`config.mk`:
```
export PLATFORM = sky130hd
export DESIGN_NAME = json_byte_tokenizer
export DESIGN_NICKNAME = d
export VERILOG_FILES = /design/src/rtl/jbt_pkg.sv /design/src/rtl/json_byte_tokenizer.sv
export VERILOG_INCLUDE_DIRS = /design/src /design/src/rtl
export SDC_FILE = /design/constraint.sdc
export NUM_CORES = 1
export LEC_CHECK = 0
export ABC_AREA = 1
export ABC_CLOCK_PERIOD_IN_PS = 11800
export BUFFER_PORTS_ARGS = -buffer_cell sky130_fd_sc_hd__buf_2
export CAP_MARGIN = 40
export CORE_AREA = 2 2 97 193
export DETAILED_ROUTE_END_ITERATION = 10
export DIE_AREA = 0 0 99 195
export HOLD_SLACK_MARGIN = 0.06
export MAX_ROUTING_LAYER = met4
export PLACE_DENSITY = 0.82
export SYNTH_ARGS = -nofsm -noshare
export SYNTH_HDL_FRONTEND = slang
export SYNTH_SLANG_ARGS = --single-unit
```
`constraint.sdc`:
```
create_clock -name clk -period 11.8 [get_ports clk]
set_clock_uncertainty 0.05 [all_clocks]
set_input_delay 1.18 -clock clk [delete_from_list [all_inputs] [get_ports clk]]
set_output_delay 1.18 -clock clk [all_outputs]
set_load 0.02 [all_outputs]
```
`src/rtl/json_byte_tokenizer_assert.svh`:
```
// Assertion macros for the JSON byte tokenizer.
`ifndef JSON_BYTE_TOKENIZER_ASSERT_SVH
`define JSON_BYTE_TOKENIZER_ASSERT_SVH
`ifndef SYNTH
// Same-cycle implication, sampled on clk, off while rst_n is low.
`define JBT_ASSERT_IMP(lbl, ante, cons) \
    lbl: assert property (@(posedge clk) disable iff (!rst_n) (ante) |-> (cons)) \
        else $error("jbt assertion failed");
// Next-cycle implication, sampled on clk, off while rst_n is low.
`define JBT_ASSERT_NXT(lbl, ante, cons) \
    lbl: assert property (@(posedge clk) disable iff (!rst_n) (ante) |=> (cons)) \
        else $error("jbt assertion failed");
`else
`define JBT_ASSERT_IMP(lbl, ante, cons)
`define JBT_ASSERT_NXT(lbl, ante, cons)
`endif
`endif

```
`src/rtl/jbt_pkg.sv`:
```
// Types, codes and lookup functions for the JSON byte tokenizer.
package jbt_pkg;

    localparam int POSITION_BITS_DEF = 16;
    localparam int KIND_W            = 4;
    localparam int FIELD_W           = 16;
    localparam int OUT_DATA_W        = 40;  // 36 payload bits rounded up to bytes

    // token kind codes
    localparam logic [KIND_W-1:0] KIND_LBRACKET = 4'd0;
    localparam logic [KIND_W-1:0] KIND_RBRACKET = 4'd1;
    localparam logic [KIND_W-1:0] KIND_LBRACE   = 4'd2;
    localparam logic [KIND_W-1:0] KIND_RBRACE   = 4'd3;
    localparam logic [KIND_W-1:0] KIND_COLON    = 4'd4;
    localparam logic [KIND_W-1:0] KIND_COMMA    = 4'd5;
    localparam logic [KIND_W-1:0] KIND_STRING   = 4'd6;
    localparam logic [KIND_W-1:0] KIND_NUMBER   = 4'd7;
    localparam logic [KIND_W-1:0] KIND_NULL     = 4'd8;
    localparam logic [KIND_W-1:0] KIND_FALSE    = 4'd10;

    // character codes
    localparam logic [7:0] CH_LBRACKET = 8'h5B;
    localparam logic [7:0] CH_RBRACKET = 8'h5D;
    localparam logic [7:0] CH_LBRACE   = 8'h7B;
    localparam logic [7:0] CH_RBRACE   = 8'h7D;
    localparam logic [7:0] CH_COLON    = 8'h3A;
    localparam logic [7:0] CH_COMMA    = 8'h2C;
    localparam logic [7:0] CH_QUOTE    = 8'h22;
    localparam logic [7:0] CH_BSLASH   = 8'h5C;
    localparam logic [7:0] CH_MINUS    = 8'h2D;
    localparam logic [7:0] CH_PLUS     = 8'h2B;
    localparam logic [7:0] CH_DOT      = 8'h2E;
    localparam logic [7:0] CH_UPPER_E  = 8'h45;
    localparam logic [7:0] CH_LOWER_E  = 8'h65;
    localparam logic [7:0] CH_ZERO     = 8'h30;
    localparam logic [7:0] CH_NINE     = 8'h39;
    localparam logic [7:0] CH_N        = 8'h6E;
    localparam logic [7:0] CH_T        = 8'h74;
    localparam logic [7:0] CH_F        = 8'h66;

    // keyword ids
    localparam logic [1:0] KW_NULL  = 2'd0;
    localparam logic [1:0] KW_TRUE  = 2'd1;
    localparam logic [1:0] KW_FALSE = 2'd2;

    typedef enum logic [3:0] {
        MODE_IDLE    = 4'b0001,
        MODE_STRING  = 4'b0010,
        MODE_NUMBER  = 4'b0100,
        MODE_KEYWORD = 4'b1000
    } lex_mode_t;

    typedef struct packed {
        logic [KIND_W-1:0]  kind;
        logic [FIELD_W-1:0] start;
        logic [FIELD_W-1:0] length;
        logic               last;
    } token_t;

    function automatic logic [2:0] kw_len(input logic [1:0] id);
        return (id == KW_FALSE) ? 3'd5 : 3'd4;
    endfunction

    // expected byte of keyword id at character index idx
    function automatic logic [7:0] kw_char(input logic [1:0] id, input logic [2:0] idx);
        logic [7:0] c;
        c = 8'h00;
        unique case (id)
            KW_NULL:
            begin
                case (idx)
                    3'd0:    c = "n";
                    3'd1:    c = "u";
                    3'd2:    c = "l";
                    3'd3:    c = "l";
                    default: c = 8'h00;
                endcase
            end
            KW_TRUE:
            begin
                case (idx)
                    3'd0:    c = "t";
                    3'd1:    c = "r";
                    3'd2:    c = "u";
                    3'd3:    c = "e";
                    default: c = 8'h00;
                endcase
            end
            KW_FALSE:
            begin
                case (idx)
                    3'd0:    c = "f";
                    3'd1:    c = "a";
                    3'd2:    c = "l";
                    3'd3:    c = "s";
                    3'd4:    c = "e";
                    default: c = 8'h00;
                endcase
            end
            default: c = 8'h00;
        endcase
        return c;
    endfunction

    function automatic logic in_number_set(input logic [7:0] b);
        return (b >= CH_ZERO && b <= CH_NINE) || b == CH_MINUS || b == CH_PLUS ||
               b == CH_DOT || b == CH_UPPER_E || b == CH_LOWER_E;
    endfunction

    function automatic token_t make_token(input logic [KIND_W-1:0] kind,
                                          input logic [FIELD_W-1:0] start,
                                          input logic [FIELD_W-1:0] length);
        token_t t;
        t.kind   = kind;
        t.start  = start;
        t.length = length;
        t.last   = 1'b0;
        return t;
    endfunction

endpackage

```
`src/rtl/json_byte_tokenizer.sv`:
```
// Streaming JSON lexer: one text byte per request in, one token per request out.
//
// Input channel (s_*): tdata[7:0] is the text byte, tlast marks the final byte
// of a text. Output channel (m_*): tdata carries kind, start offset and length
// of one token, tlast is set on the last token that a given byte produced.
// Tokens: [ ] { } : , (length 0), string (start after the quote, content
// length with escapes counted), number, and the keywords null/true/false
// (length 0). Whitespace and unknown bytes produce nothing.
//
// Path: a byte accepted into the input register is decoded there, and its
// tokens are written into the token queue; the first is then offered on m_*.
// Throughput: one byte per cycle. The only per-byte work is the lexer state
// update between the input register and a two-entry token queue. A byte that
// both closes a number and is punctuation yields two tokens, which leave on
// m_* one after the other; the input stage waits only when the queue lacks
// room for what the pending byte produces.
// Stall: when m_tready is low the queue fills, the input register holds its
// byte and s_tready drops; nothing is lost or repeated.
// Reset: queue and input register empty, lexer idle, offset 0. The offset
// also returns to 0 after each byte marked by s_tlast. Offsets and lengths
// saturate at 2^POSITION_BITS - 1 and are reported in 16 bits.
`include "json_byte_tokenizer_assert.svh"

module json_byte_tokenizer
    import jbt_pkg::*;
#(
    parameter int POSITION_BITS = POSITION_BITS_DEF
)
(
    input  logic                  clk,
    input  logic                  rst_n,
    input  logic                  s_tvalid,
    output logic                  s_tready,
    input  logic [7:0]            s_tdata,   // [7:0] in_byte
    input  logic                  s_tlast,   // end_of_input
    output logic                  m_tvalid,
    input  logic                  m_tready,
    output logic [OUT_DATA_W-1:0] m_tdata,   // [3:0] kind, [19:4] start, [35:20] length
    output logic                  m_tlast    // last token of this byte
);

    // ---------------- input register ----------------
    logic       s1_valid_reg;
    logic [7:0] s1_byte_reg;
    logic       s1_last_reg;
    logic       s1_fire;

    // ---------------- lexer state ----------------
    lex_mode_t              mode_reg, mode_next;
    logic                   esc_reg, esc_next;
    logic [1:0]             kw_id_reg, kw_id_next;
    logic [2:0]             kw_prog_reg, kw_prog_next;
    logic [POSITION_BITS-1:0] pos_reg, pos_next;
    logic [POSITION_BITS-1:0] pstart_reg, pstart_next;
    logic [POSITION_BITS-1:0] plen_reg, plen_next;

    // ---------------- token queue ----------------
    token_t     q_reg [2];
    token_t     q_next [2];
    logic [1:0] cnt_reg, cnt_next;
    logic       pop;
    logic [1:0] cnt_after_pop;

    // tokens produced by the byte in the input register
    token_t     tok [2];
    logic [1:0] ntok;

    function automatic logic [POSITION_BITS-1:0] sat_inc(input logic [POSITION_BITS-1:0] v);
        return (&v) ? v : v + POSITION_BITS'(1);
    endfunction

    // ---------------- per-byte lexer step ----------------
    always_comb
    begin
        logic       b_end;
        logic [7:0] b;
        logic       do_fresh;
        b        = s1_byte_reg;
        b_end    = s1_last_reg;
        do_fresh = 1'b0;

        mode_next    = mode_reg;
        esc_next     = esc_reg;
        kw_id_next   = kw_id_reg;
        kw_prog_next = kw_prog_reg;
        pstart_next  = pstart_reg;
        plen_next    = plen_reg;
        pos_next     = b_end ? '0 : sat_inc(pos_reg);

        ntok   = 2'd0;
        tok[0] = make_token(KIND_LBRACKET, '0, '0);
        tok[1] = make_token(KIND_LBRACKET, '0, '0);

        unique case (mode_reg)
            MODE_STRING:
            begin
                if (!esc_reg && b == CH_QUOTE)
                begin
                    tok[0]    = make_token(KIND_STRING, FIELD_W'(pstart_reg),
                                           FIELD_W'(plen_reg));
                    ntok      = 2'd1;
                    mode_next = MODE_IDLE;
                end
                else
                begin
                    esc_next  = !esc_reg && b == CH_BSLASH;
                    plen_next = sat_inc(plen_reg);
                    if (b_end)
                    begin
                        // unterminated string flushes at end of text
                        tok[0] = make_token(KIND_STRING, FIELD_W'(pstart_reg),
                                            FIELD_W'(sat_inc(plen_reg)));
                        ntok   = 2'd1;
                    end
                end
            end
            MODE_NUMBER:
            begin
                if (in_number_set(b))
                begin
                    plen_next = sat_inc(plen_reg);
                    if (b_end)
                    begin
                        tok[0] = make_token(KIND_NUMBER, FIELD_W'(pstart_reg),
                                            FIELD_W'(sat_inc(plen_reg)));
                        ntok   = 2'd1;
                    end
                end
                else
                begin
                    // close the number, then treat this byte as new
                    tok[0]   = make_token(KIND_NUMBER, FIELD_W'(pstart_reg),
                                          FIELD_W'(plen_reg));
                    ntok     = 2'd1;
                    do_fresh = 1'b1;
                end
            end
            MODE_KEYWORD:
            begin
                if (b == kw_char(kw_id_reg, kw_prog_reg))
                begin
                    kw_prog_next = kw_prog_reg + 3'd1;
                    if (kw_prog_reg + 3'd1 == kw_len(kw_id_reg))
                    begin
                        tok[0]    = make_token(KIND_NULL + KIND_W'(kw_id_reg),
                                               FIELD_W'(pstart_reg), '0);
                        ntok      = 2'd1;
                        mode_next = MODE_IDLE;
                    end
                end
                else
                begin
                    do_fresh = 1'b1;  // drop the partial keyword
                end
            end
            MODE_IDLE:
            begin
                do_fresh = 1'b1;
            end
            default:
            begin
                do_fresh = 1'b1;
            end
        endcase

        if (do_fresh)
        begin
            mode_next = MODE_IDLE;
            case (b)
                CH_LBRACKET, CH_RBRACKET, CH_LBRACE, CH_RBRACE, CH_COLON, CH_COMMA:
                begin
                    tok[ntok[0]] = make_token(
                        (b == CH_LBRACKET) ? KIND_LBRACKET :
                        (b == CH_RBRACKET) ? KIND_RBRACKET :
                        (b == CH_LBRACE)   ? KIND_LBRACE   :
                        (b == CH_RBRACE)   ? KIND_RBRACE   :
                        (b == CH_COLON)    ? KIND_COLON    : KIND_COMMA,
                        FIELD_W'(pos_reg), '0);
                    ntok = ntok + 2'd1;
                end
                CH_QUOTE:
                begin
                    if (!b_end)  // a quote as final byte opens nothing
                    begin
                        mode_next   = MODE_STRING;
                        pstart_next = sat_inc(pos_reg);
                        plen_next   = '0;
                        esc_next    = 1'b0;
                    end
                end
                CH_N, CH_T, CH_F:
                begin
                    if (!b_end)
                    begin
                        mode_next    = MODE_KEYWORD;
                        kw_id_next   = (b == CH_N) ? KW_NULL :
                                       (b == CH_T) ? KW_TRUE : KW_FALSE;
                        kw_prog_next = 3'd1;
                        pstart_next  = pos_reg;
                    end
                end
                default:
                begin
                    if ((b >= CH_ZERO && b <= CH_NINE) || b == CH_MINUS)
                    begin
                        pstart_next = pos_reg;
                        plen_next   = POSITION_BITS'(1);
                        if (b_end)
                        begin
                            tok[ntok[0]] = make_token(KIND_NUMBER, FIELD_W'(pos_reg),
                                                      FIELD_W'(1));
                            ntok = ntok + 2'd1;
                        end
                        else
                        begin
                            mode_next = MODE_NUMBER;
                        end
                    end
                end
            endcase
        end

        if (ntok != 2'd0)
        begin
            tok[ntok[0] ^ 1'b1].last = 1'b1;  // index ntok-1 for ntok of 1 or 2
        end

        if (b_end)
        begin
            mode_next    = MODE_IDLE;
            esc_next     = 1'b0;
            kw_id_next   = KW_NULL;
            kw_prog_next = 3'd0;
            pstart_next  = '0;
            plen_next    = '0;
        end
    end

    // ---------------- handshakes ----------------
    assign pop           = m_tvalid && m_tready;
    assign cnt_after_pop = cnt_reg - {1'b0, pop};
    // the byte moves on once the queue has room for every token it yields
    assign s1_fire       = s1_valid_reg && ({1'b0, cnt_after_pop} + {1'b0, ntok} <= 3'd2);
    assign s_tready      = !s1_valid_reg || s1_fire;

    always_ff @(posedge clk or negedge rst_n)
    begin
        if (!rst_n)
        begin
            s1_valid_reg <= 1'b0;
        end
        else if (s_tready)
        begin
            s1_valid_reg <= s_tvalid;
        end
    end

    always_ff @(posedge clk)
    begin
        if (s_tvalid && s_tready)
        begin
            s1_byte_reg <= s_tdata;
            s1_last_reg <= s_tlast;
        end
    end

    always_ff @(posedge clk or negedge rst_n)
    begin
        if (!rst_n)
        begin
            mode_reg    <= MODE_IDLE;
            esc_reg     <= 1'b0;
            kw_id_reg   <= KW_NULL;
            kw_prog_reg <= 3'd0;
            pos_reg     <= '0;
            pstart_reg  <= '0;
            plen_reg    <= '0;
        end
        else if (s1_fire)
        begin
            mode_reg    <= mode_next;
            esc_reg     <= esc_next;
            kw_id_reg   <= kw_id_next;
            kw_prog_reg <= kw_prog_next;
            pos_reg     <= pos_next;
            pstart_reg  <= pstart_next;
            plen_reg    <= plen_next;
        end
    end

    // ---------------- token queue ----------------
    always_comb
    begin
        q_next[0] = q_reg[0];
        q_next[1] = q_reg[1];
        if (pop)
        begin
            q_next[0] = q_reg[1];
        end
        cnt_next = cnt_after_pop;
        if (s1_fire)
        begin
            if (ntok != 2'd0)
            begin
                q_next[cnt_after_pop[0]] = tok[0];
            end
            if (ntok == 2'd2)
            begin
                q_next[1] = tok[1];  // two tokens only fit into an empty queue
            end
            cnt_next = cnt_after_pop + ntok;
        end
    end

    always_ff @(posedge clk)
    begin
        q_reg[0] <= q_next[0];
        q_reg[1] <= q_next[1];
    end

    always_ff @(posedge clk or negedge rst_n)
    begin
        if (!rst_n)
        begin
            cnt_reg <= 2'd0;
        end
        else
        begin
            cnt_reg <= cnt_next;
        end
    end

    assign m_tvalid = (cnt_reg != 2'd0);
    assign m_tdata  = {(OUT_DATA_W - KIND_W - 2 * FIELD_W)'(0),
                       q_reg[0].length, q_reg[0].start, q_reg[0].kind};
    assign m_tlast  = q_reg[0].last;

    // ---------------- checks ----------------
    `JBT_ASSERT_IMP(a_queue_bound, 1'b1, cnt_reg <= 2'd2)
    `JBT_ASSERT_IMP(a_kind_legal, m_tvalid, q_reg[0].kind <= KIND_FALSE)
    `JBT_ASSERT_NXT(a_end_resets, s1_fire && s1_last_reg, pos_reg == '0 && mode_reg == MODE_IDLE)
    `JBT_ASSERT_IMP(a_string_start, mode_reg == MODE_STRING, pstart_reg != '0)
    `JBT_ASSERT_NXT(a_hold_byte, s1_valid_reg && !s1_fire, s1_valid_reg && $stable(s1_byte_reg))

endmodule
```
==> results of run 1 <==
final cells by class:
class	instances	area, sq um
Multi-Input combinational cell	1033	5090
Inverter	129	492
Clock inverter	11	126
Clock buffer	21	482
Fill cell	1617	7240
Timing Repair Buffer	62	353
Tap cell	213	267
Sequential cell	144	3650
worst min-delay path: stages, from the launching register on:
cell	delay [ns]
dfrtp_1	0.35
nand2_1	0.05
o21ai_0	0.06
how the worst min path moves through the flow:
stage          slack, ns        endpoint  depth (start not counted)            from
4_1_cts             0.44   pstart_reg[6]                          2   pstart_reg[6]
2_1_floorplan       0.40  pstart_reg[14]                          2  pstart_reg[14]
5_1_grt             0.46   pstart_reg[4]                          2   pstart_reg[4]
6_report            0.44   pstart_reg[6]                          2   pstart_reg[6]
3_3_place_gp        0.42  pstart_reg[15]                          2  pstart_reg[15]
3_5_place_dp        0.42   pstart_reg[6]                          2   pstart_reg[6]
power by group:
group / internal (W) / switching [W]
clock: 0.000337 / 0.000221
combinational: 0.000207 / 0.000570
sequential: 0.000624 / 0.0000656
cell usage after synthesis (all sizes together):
cell type	instances
a21oi	36
a22oi	1
a31oi	1
and2	1
buf	62
clkbuf	40
clkinv	2
conb	1
dfrtp	60
dfstp	1
dfxtp	37
edfxtp	46
fa	1
ha	12
inv	127
mux2	1
mux2i	2
nand2	530
nand3	102
nand3b	2
nand4	37
nor2	67
nor3	23
nor4	9
o2111ai	14
o211ai	37
o21ai	108
o21bai	2
o22ai	17
o31ai	4
o32ai	2
or2	2
xnor2	1
xor2	17
metrics by stage:
stage / hold slack (ns) / instances / util [%] / setup WS [ns]
3_5_place_dp: 0.425 / 1580 / 55.6 / 5.72
2_1_floorplan: 0.402 / 1408 / - / 6.78
3_3_place_gp: 0.416 / 1578 / 55.4 / 5.85
5_1_grt: 0.460 / 1613 / 59.1 / 4.81
4_1_cts: 0.440 / 1612 / 59.0 / 5.28
6_report: 0.440 / 1613 / 59.1 / 5.23
metal layers:
metal,global-route usage [%],vias up
met5,-,-
met4,15.0,0
met3,3.72,97
met2,48.7,439
met1,32.9,4401
li1,-,4587
cell usage in the layout, fill, tap and decap left out, drive strengths merged:
| cell type | instances |
|---|---|
| a21oi | 36 |
| a22oi | 1 |
| a31oi | 1 |
| and2 | 1 |
| buf | 62 |
| bufinv | 2 |
| clkbuf | 21 |
| clkinv | 8 |
| conb | 4 |
| dfrtp | 60 |
| dfstp | 1 |
| dfxtp | 37 |
| edfxtp | 46 |
| fa | 1 |
| ha | 12 |
| inv | 130 |
| mux2 | 1 |
| mux2i | 2 |
| nand2 | 530 |
| nand3 | 102 |
| nand3b | 2 |
| nand4 | 37 |
| nor2 | 67 |
| nor3 | 23 |
| nor4 | 9 |
| o2111ai | 14 |
| o211ai | 37 |
| o21ai | 108 |
| o21bai | 2 |
| o22ai | 17 |
| o31ai | 4 |
| o32ai | 2 |
| or2 | 2 |
| xnor2 | 1 |
| xor2 | 17 |
logic make-up (layout without fill, tap and decap cells):
family / after synthesis / after routing
flip-flops: 144 / 144
adder cells (fa/ha/maj): 13 / 13
other: 1 / 4
AND/OR/NAND/NOR: 773 / 773
buffers and inverters: 231 / 223
multiplexers: 3 / 3
AO/OA/AOI/OAI: 222 / 222
XOR/XNOR: 18 / 18
==> flow_summary_export.csv, run 1 <==
group,metric,value,unit
run_status,status,"complete, no violations",
die,core-area,17700,sq um
yosys,yosysSeqAreaShare,37.2,%
power_and_ir_drop,ir_drop,0.000124,V
drt,drc,0,
setup_path,worstSetupStartpointType,"flip-flop",
drt,wl_met2,13600,microns
cells_and_area,layout-drive-gt1-share,10.2,%
setup_path,crit_family,"simple AND/OR/NAND/NOR gates",
sta,setup_viol,0,
cts,clk_path_buf_depth,2,
yosys,yosys.area.top_type,"nand2_1",
sta,rsz0062_at_grt,"no",
setup_path,critPathCaptureType,"output pin",
grt,antenna_found_initial,0,
cts,cts_setup_buffers,0,
run,cap_violations,0,
cts,clk_pin_slew,0.07,ns
cells_and_area,fin_nets,1413,
cts,cts_buffers,17,
cts,cts_tree,"done",
setup_path,required,10.57,ns
yosys,yosys.area_share.simple,34.4,%
drt,antenna_left,0,
die,fp.dieH,195,microns
drt,drt-total-wl,26400,microns
setup_path,startpoint,"s1_byte_reg[4]",
sta,drv_slew,0,
setup_path,slowest_delay,0.48,ns
die,die_w,99,microns
yosys,synth_top_family_by_area,"simple AND/OR/NAND/NOR gates",
placement,port_buffers,51,
die,dieArea,19300,sq um
yosys,synth_compound_area_share,13.5,%
setup_path,r2r_start,"s1_byte_reg[4]",
sta,tightest_slew,0.962,ns
sta,max_slew_margin,35.3,%
grt,grt_pass1_vias,9252,
cts,cts_sinks,144,
yosys,synthMuxAreaShare,0.319,%
drt,route.met3.wl,1640,microns
cells_and_area,largest_reg_flops,73,
yosys,synth_top_area_share,19.9,%
sta,tns,0,ns
grt,grt_pass1_wl,44300,microns
setup_path,worst-path-buf-inv,5,
setup_path,cp.arrival,5.34,ns
placement,gp_congestion,0.964,
yosys,synth-seq-cells,144,
die,rows,69,
yosys,netlist_area,9810,sq um
yosys,postSynthAreaPerCell,6.98,sq um
drt,first_pass_iters,6,
setup_path,cp_slowest_cell,"edfxtp_1",
setup_path,critPathMaxFanout,28,
cells_and_area,final_cell_area,10500,sq um
setup_path,crit_type,"reg -> out",
cts,h-tree-depth,4,
sta,clock.fmax,152,MHz
drt,routed.top_layer,"met4",
placement,dp_hpwl,18700,microns
power_and_ir_drop,p_per_area,194,nW/um^2
yosys,synth_xor_area_share,1.61,%
setup_path,reg2reg_to,"pstart_reg[1]",
drt,vias,9524,
die,start_util,55.4,%
setup_path,cp_common_cell,"nand2_1",
sta,final.min_clock_period,6.57,ns
setup_path,rrSetupSlack,5.61,ns
placement,place_area,9840,sq um
setup_path,worstPathCellList,"inv_1, nand3_1, nor4_4, buf_4, nand2_1, nand2_1, nand2_1, nand3_2, inv_2, nand2_4, ha_1, nor2_1, nand2_2, nand2_4, nor2_2, ha_1, inv_1, fa_1, o21ai_0, nand2_1, buf_2",
cells_and_area,diodes,0,
cts,ctsRootBufferMaster,"clkbuf_16",
yosys,synth_warnings,0,
cts,ctsResizeCount,0,
sta,hold_viol_final,0,
grt,overflow,0,
yosys,synth_area_leaders,"nand2_1, dfrtp_1, edfxtp_1, dfxtp_1, o21ai_0",
die,io_pins,56,
drt,first_iter_violations,953,
yosys,synthAdderAreaFrac,1.73,%
power_and_ir_drop,finalPower,0.00202,W
drt,drt-met1-wl,10100,microns
grt,track_usage,28.8,%
yosys,netlist_instances,1405,
drt,via_per_inst,5.90,
worst_hold_path,hold_path_class,"reg -> reg",
setup_path,worstSetupEndpoint,"s_tready",
power_and_ir_drop,leakagePower,4.82,nW
grt,grt_max_degree,62,
setup_path,reg2regPathDepth,26,
sta,post-route-period-util,55.6,%
cts,hold_buffers,0,
yosys,yosys.cell_types.count,56,
cts,worstSkewPairLatency,0.43,ns
cells_and_area,area_growth,6.57,%
drt,wl_per_cell,16.4,microns
setup_path,cp.depth,21,
No activity file was read; power rests on OpenSTA's default activity.
==> inputs of run 2 (changes only) <==
--- a/config.mk
+++ b/config.mk
@@ -7,7 +7,7 @@
 export NUM_CORES = 1
 export LEC_CHECK = 0
 export ABC_AREA = 1
-export ABC_CLOCK_PERIOD_IN_PS = 11800
+export ABC_CLOCK_PERIOD_IN_PS = 5410
 export BUFFER_PORTS_ARGS = -buffer_cell sky130_fd_sc_hd__buf_2
 export CAP_MARGIN = 40
 export CORE_AREA = 2 2 97 193
@@ -15,7 +15,7 @@
 export DIE_AREA = 0 0 99 195
 export HOLD_SLACK_MARGIN = 0.06
 export MAX_ROUTING_LAYER = met4
-export PLACE_DENSITY = 0.82
+export PLACE_DENSITY = 0.85
 export SYNTH_ARGS = -nofsm -noshare
 export SYNTH_HDL_FRONTEND = slang
 export SYNTH_SLANG_ARGS = --single-unit
==> constraint.sdc (replaced) <==
create_clock -name clk -period 5.41 [get_ports clk]
set_clock_uncertainty 0.05 [all_clocks]
set_input_delay 0.541 -clock clk [delete_from_list [all_inputs] [get_ports clk]]
set_output_delay 0.541 -clock clk [all_outputs]
set_load 0.02 [all_outputs]
==> run 2 against run 1 <==
  * Global-route usage shrank 0.18 points
  * Critical path type unchanged
  * Highest routed layer unchanged
  * Core utilization is 0.61 points higher
  * Via count rose by 1.2%
  * Die area unchanged
  * Critical path depth rose by 4
  * Flip-flop and latch count unchanged
==> flow_summary_export.csv, run 2 (synthesis results as in run 1) <==
group,metric,value,unit
cts,cts_tree,"done",
sta,fin_ws,0.258,ns
worst_hold_path,hold_path_class,"in -> async",
cts,h-tree-depth,4,
cells_and_area,area_growth,7.66,%
grt,grt_pass1_vias,9106,
sta,clock.fmax,194,MHz
drt,wl_per_cell,16.5,microns
cells_and_area,layout-drive-gt1-share,11.1,%
cells_and_area,final_cell_area,10600,sq um
setup_path,worst-path-buf-inv,4,
cts,clk_path_buf_depth,2,
sta,setup_viol,0,
drt,first_pass_iters,6,
setup_path,cp.arrival,4.56,ns
power_and_ir_drop,leakagePower,4.86,nW
sta,drv_slew,0,
setup_path,slowest_delay,0.44,ns
cts,hold_buffers,0,
die,start_util,55.4,%
drt,vias,9642,
placement,port_buffers,51,
grt,overflow,0,
grt,track_usage,28.6,%
drt,antenna_left,0,
drt,first_iter_violations,1051,
cells_and_area,diodes,0,
cts,cts_buffers,17,
grt,grt_pass1_wl,43700,microns
setup_path,crit_type,"reg -> out",
power_and_ir_drop,p_per_area,424,nW/um^2
cts,worstSkewPairLatency,0.44,ns
power_and_ir_drop,ir_drop,0.000324,V
drt,drt-total-wl,26900,microns
cells_and_area,fin_nets,1427,
setup_path,crit_family,"simple AND/OR/NAND/NOR gates",
drt,drc,0,
die,dieArea,19300,sq um
die,die_w,99,microns
placement,gp_congestion,0.981,
cts,cts_sinks,144,
setup_path,critPathCaptureType,"output pin",
setup_path,worstSetupStartpointType,"flip-flop",
die,io_pins,56,
cells_and_area,largest_reg_flops,73,
placement,dp_hpwl,18700,microns
die,core-area,17700,sq um
sta,final.min_clock_period,5.15,ns
cells_and_area,final_cell_mix,"nand2_1, inv_1, o21ai_0",
setup_path,required,4.82,ns
sta,tightest_slew,0.854,ns
grt,antenna_found_initial,0,
cts,clk_pin_slew,0.06,ns
setup_path,cp_slowest_cell,"dfrtp_2",
die,fp.dieH,195,microns
grt,grt_max_degree,62,
placement,place_area,9920,sq um
sta,hold_viol_final,0,
setup_path,critPathMaxFanout,6,
die,rows,69,
placement,place_ws,0.168,ns
cells_and_area,final_common_cell,"nand2_1",
power_and_ir_drop,finalPower,0.00448,W
run,cap_violations,0,
drt,via_per_inst,5.93,
sta,post-route-period-util,95.2,%
sta,max_slew_margin,43.1,%
run_status,status,"complete, no violations",
cts,ctsRootBufferMaster,"clkbuf_16",
sta,whs,0.218,ns
==> run 2: changes by cell type in the layout (fill, tap and decap cells not counted), sizes merged <==
cell      delta
clkbuf       +1
inv          -2
clkinvlp     +3
buf         +13
nand3        +1
clkinv       -2
==> run 2: cell type report <==
| cell class | instances | area, sq um |
|---|---|---|
| clock inverters | 10 | 110 |
| fillers | 1627 | 7130 |
| multi-input cells | 1034 | 5120 |
| flip-flops and latches | 144 | 3650 |
| repair buffers | 75 | 452 |
| inverters | 129 | 492 |
| well taps | 213 | 267 |
| clock buffers | 22 | 475 |
==> run 2: metal layers <==
| layer | vias up | share of wire [%] | global-route usage (%) |
|---|---|---|---|
| met2 | 461 | 51 | 48.4 |
| met4 | 0 | 4.2 | 14.1 |
| met1 | 4434 | 38 | 32.5 |
| li1 | 4632 | - | - |
| met3 | 115 | 6.7 | 4.47 |
| met5 | - | 0 | - |
==> run 2: report_power, final <==
group          switching (W)  total, W  internal (W)
combinational        0.00128   0.00177      0.000494
sequential          0.000150   0.00151       0.00136
clock               0.000483   0.00120      0.000716
total                0.00191   0.00448       0.00257
==> run 2: what timing repair did <==
item	CTS	global route
resized for setup	0	5
setup endpoints to repair	0	80
endpoints found under the hold margin	0	0
setup buffers	0	2
==> run 2: final timing paths <==
path / cells after the start / start / to / slack [ns]
worst min register to register: 2 / pstart_reg[6] / pstart_reg[6] / 0.44
worst max register to register: 28 / kw_prog_reg[0] / q_reg[0][23] / 0.32
max in group asynchronous: 2 / rst_n / kw_prog_reg[0] / 4.45
worst min-delay path: 2 / rst_n / plen_reg[5] / 0.22
worst max-delay path: 25 / kw_prog_reg[0] / s_tready / 0.26
min in group clk: 1 / s_tlast / s1_last_reg / 0.23
==> run 2: through the flow <==
stage / utilization, % / TNS, ns / std cells
final: 59.7 / 0 / 1627
after global routing: 59.7 / -0.00328 / 1627
after CTS: 59.4 / 0 / 1623
after detailed placement: 56.1 / 0 / 1591
after global placement: 56.0 / 0 / 1590
after floorplan: - / 0 / 1408
==> inputs of run 3 (changes only) <==
--- a/config.mk
+++ b/config.mk
@@ -6,13 +6,13 @@
 export SDC_FILE = /design/constraint.sdc
 export NUM_CORES = 1
 export LEC_CHECK = 0
-export ABC_AREA = 1
+export ABC_AREA = 0
 export ABC_CLOCK_PERIOD_IN_PS = 5410
 export BUFFER_PORTS_ARGS = -buffer_cell sky130_fd_sc_hd__buf_2
 export CAP_MARGIN = 40
-export CORE_AREA = 2 2 97 193
+export CORE_AREA = 2 2 95 189
 export DETAILED_ROUTE_END_ITERATION = 10
-export DIE_AREA = 0 0 99 195
+export DIE_AREA = 0 0 97 191
 export HOLD_SLACK_MARGIN = 0.06
 export MAX_ROUTING_LAYER = met4
 export PLACE_DENSITY = 0.85
==> run 3 against run 2 <==
  * Core utilization grew 0.58 points
  * Hold slack gained 0.010 ns
  * Flip-flop and latch count stayed put
  * The run now ends with design-rule violations left
  * Count of clock-buffer cells in the layout grew 1
  * Sequential share of layout area increased by 0.88 points
  * Via count fell by 13%
  * Synthesized cell count shrank 22%
  * Global-route usage decreased by 1.8 points
==> flow_summary_export.csv, run 3 <==
group,metric,value,unit
run_status,status,"finished with violations",
run_status,violations,"design-rule violations",
sta,final.min_clock_period,5.27,ns
sta,drv_slew,0,
die,dieArea,18500,sq um
cells_and_area,final_cell_mix,"nand2_1, o21ai_0, nor2_1",
placement,port_buffers,51,
sta,post-route-period-util,97.4,%
cts,cts_sinks,144,
drt,via_per_inst,6.41,
yosys,netlist_instances,1101,
yosys,netlist_area,9440,sq um
setup_path,cp_common_cell,"ha_4",
cells_and_area,area_growth,9.14,%
setup_path,startpoint,"kw_prog_reg[1]",
yosys,synth_area_leaders,"dfrtp_1, edfxtp_1, dfxtp_1, nand2_1, o21ai_0",
placement,place_area,9650,sq um
setup_path,slowest_delay,0.48,ns
yosys,synth_top_area_share,15.9,%
setup_path,crit_type,"reg -> out",
yosys,synth_warnings,0,
cts,h-tree-depth,4,
sta,whs,0.228,ns
drt,drc,1,
run,cap_violations,0,
drt,wl_per_cell,18.5,microns
cts,hold_buffers,0,
drt,first_iter_violations,972,
grt,track_usage,26.8,%
yosys,yosys.cell_types.count,89,
placement,place_inst,1271,
power_and_ir_drop,ir_drop,0.000279,V
power_and_ir_drop,p_per_area,469,nW/um^2
setup_path,critPathMaxFanout,10,
cts,clk_pin_slew,0.06,ns
cts,clk_path_buf_depth,2,
grt,grt_pass1_wl,39900,microns
drt,drt-total-wl,24200,microns
yosys,synth_edf_count,46,
power_and_ir_drop,leakagePower,3.96,nW
sta,tightest_slew,0.823,ns
setup_path,worstPathCellList,"inv_1, ha_4, or3b_2, a31oi_4, mux2i_4, o2111ai_4, nor4b_4, nor2_4, inv_2, ha_4, o21ai_1, o221a_2, inv_4, ha_4, inv_2, fa_1, o21ai_2, nand2_2, buf_2",
sta,setup_viol,0,
die,start_util,55.2,%
die,core-area,17100,sq um
cts,ctsRootBufferMaster,"clkbuf_16",
cts,cts_tree,"done",
sta,max_slew_margin,45.1,%
drt,antenna_left,0,
setup_path,cp.arrival,4.68,ns
grt,grt_max_degree,70,
cells_and_area,final_common_cell,"nand2_1",
grt,grt_pass1_vias,7947,
cells_and_area,fin_cells,1308,
sta,hold_viol_final,0,
grt,antenna_found_initial,0,
setup_path,worstSetupStartpointType,"flip-flop",
yosys,async_flop_share,42.4,%
placement,gp_congestion,0.956,
yosys,yosysMostFrequentCell,"nand2_1",
yosys,synth_flop_cell,"dfrtp_1",
cells_and_area,largest_reg_flops,73,
setup_path,rrSetupSlack,0.23,ns
sta,clock.fmax,190,MHz
yosys,yosys.area.top_type,"dfrtp_1",
drt,first_pass_iters,9,
yosys,yosysSeqAreaShare,38.7,%
worst_hold_path,hold_path_class,"in -> async",
cts,worstSkewPairLatency,0.43,ns
cells_and_area,fin_nets,1111,
yosys,synth_common_cells,"nand2_1, o21ai_0, nor2_1, clkbuf_1",
placement,dp_hpwl,16400,microns
yosys,synth-seq-cells,144,
yosys,postSynthAreaPerCell,8.58,sq um
die,rows,68,
setup_path,cp_slowest_cell,"or3b_2",
setup_path,crit_family,"simple AND/OR/NAND/NOR gates",
cells_and_area,final_cell_area,10300,sq um
setup_path,r2r_start,"kw_prog_reg[1]",
cells_and_area,layout-drive-gt1-share,17.9,%
grt,overflow,0,
setup_path,required,4.82,ns
setup_path,critPathCaptureType,"output pin",
drt,vias,8385,
die,io_pins,56,
cts,cts_buffers,17,
die,die_w,97,microns
setup_path,worst-path-buf-inv,5,
sta,tns,0,ns
cells_and_area,diodes,0,
die,fp.dieH,191,microns
[run 3: logic make-up after synthesis]
kind of cell	synth area share (%)
mux	5.90
fa+ha+maj	1.80
other cells	0.0397
compound gates	24.3
simple gates	19.7
flops	38.7
buf+inv	8.19
xor+xnor	1.48
[run 3: path summary, 6_finish.rpt]
kind	cells past startpoint	end
worst max-delay path	19	s_tready
worst min-delay path	2	plen_reg[5]
worst max register to register	22	q_reg[0][50]
worst min register to register	2	pstart_reg[14]
max in group asynchronous	2	kw_prog_reg[0]
min in group clk	1	s1_byte_reg[1]
[run 3: cell type report]
type	count	area (sq um)
timing repair buffer	91	606
sequential	144	3650
fill	1428	6800
clock buffer	23	490
inverter	21	81.3
tap	210	263
multi-input combinational	810	5130
clock inverter	9	81.3
[run 3: through the flow]
| step | total power, W | setup slack (ns) | utilization, % |
|---|---|---|---|
| 6_report | 0.00483 | 0.143 | 60.3 |
| 5_1_grt | 0.00510 | -0.00469 | 60.3 |
| 4_1_cts | 0.00479 | 0.0141 | 59.9 |
| 3_5_place_dp | 0.00364 | 0.157 | 56.4 |
| 3_3_place_gp | 0.00356 | 0.308 | 56.4 |
| 2_1_floorplan | 0.00329 | -0.405 | - |
[run 3: repair_timing]
item,CTS,global route
setup buffers,1,4
pin swaps,1,5
hold endpoints to repair,0,0
setup endpoints to repair,1,2
gates cloned,0,0
resized for setup,2,9
[run 3: power breakdown]
part	leakage [nW]	total, W	internal (W)	switching (W)
registers	1.57	0.00163	0.00141	0.000221
logic	2.12	0.00206	0.000751	0.00131
clock network	0.274	0.00115	0.000685	0.000461
[run 3: layer usage]
metal	global-route usage [%]	routed length, microns
met5	-	0
met2	43.0	11800
met1	34.4	10200
met3	3.99	1690
met4	10.1	561
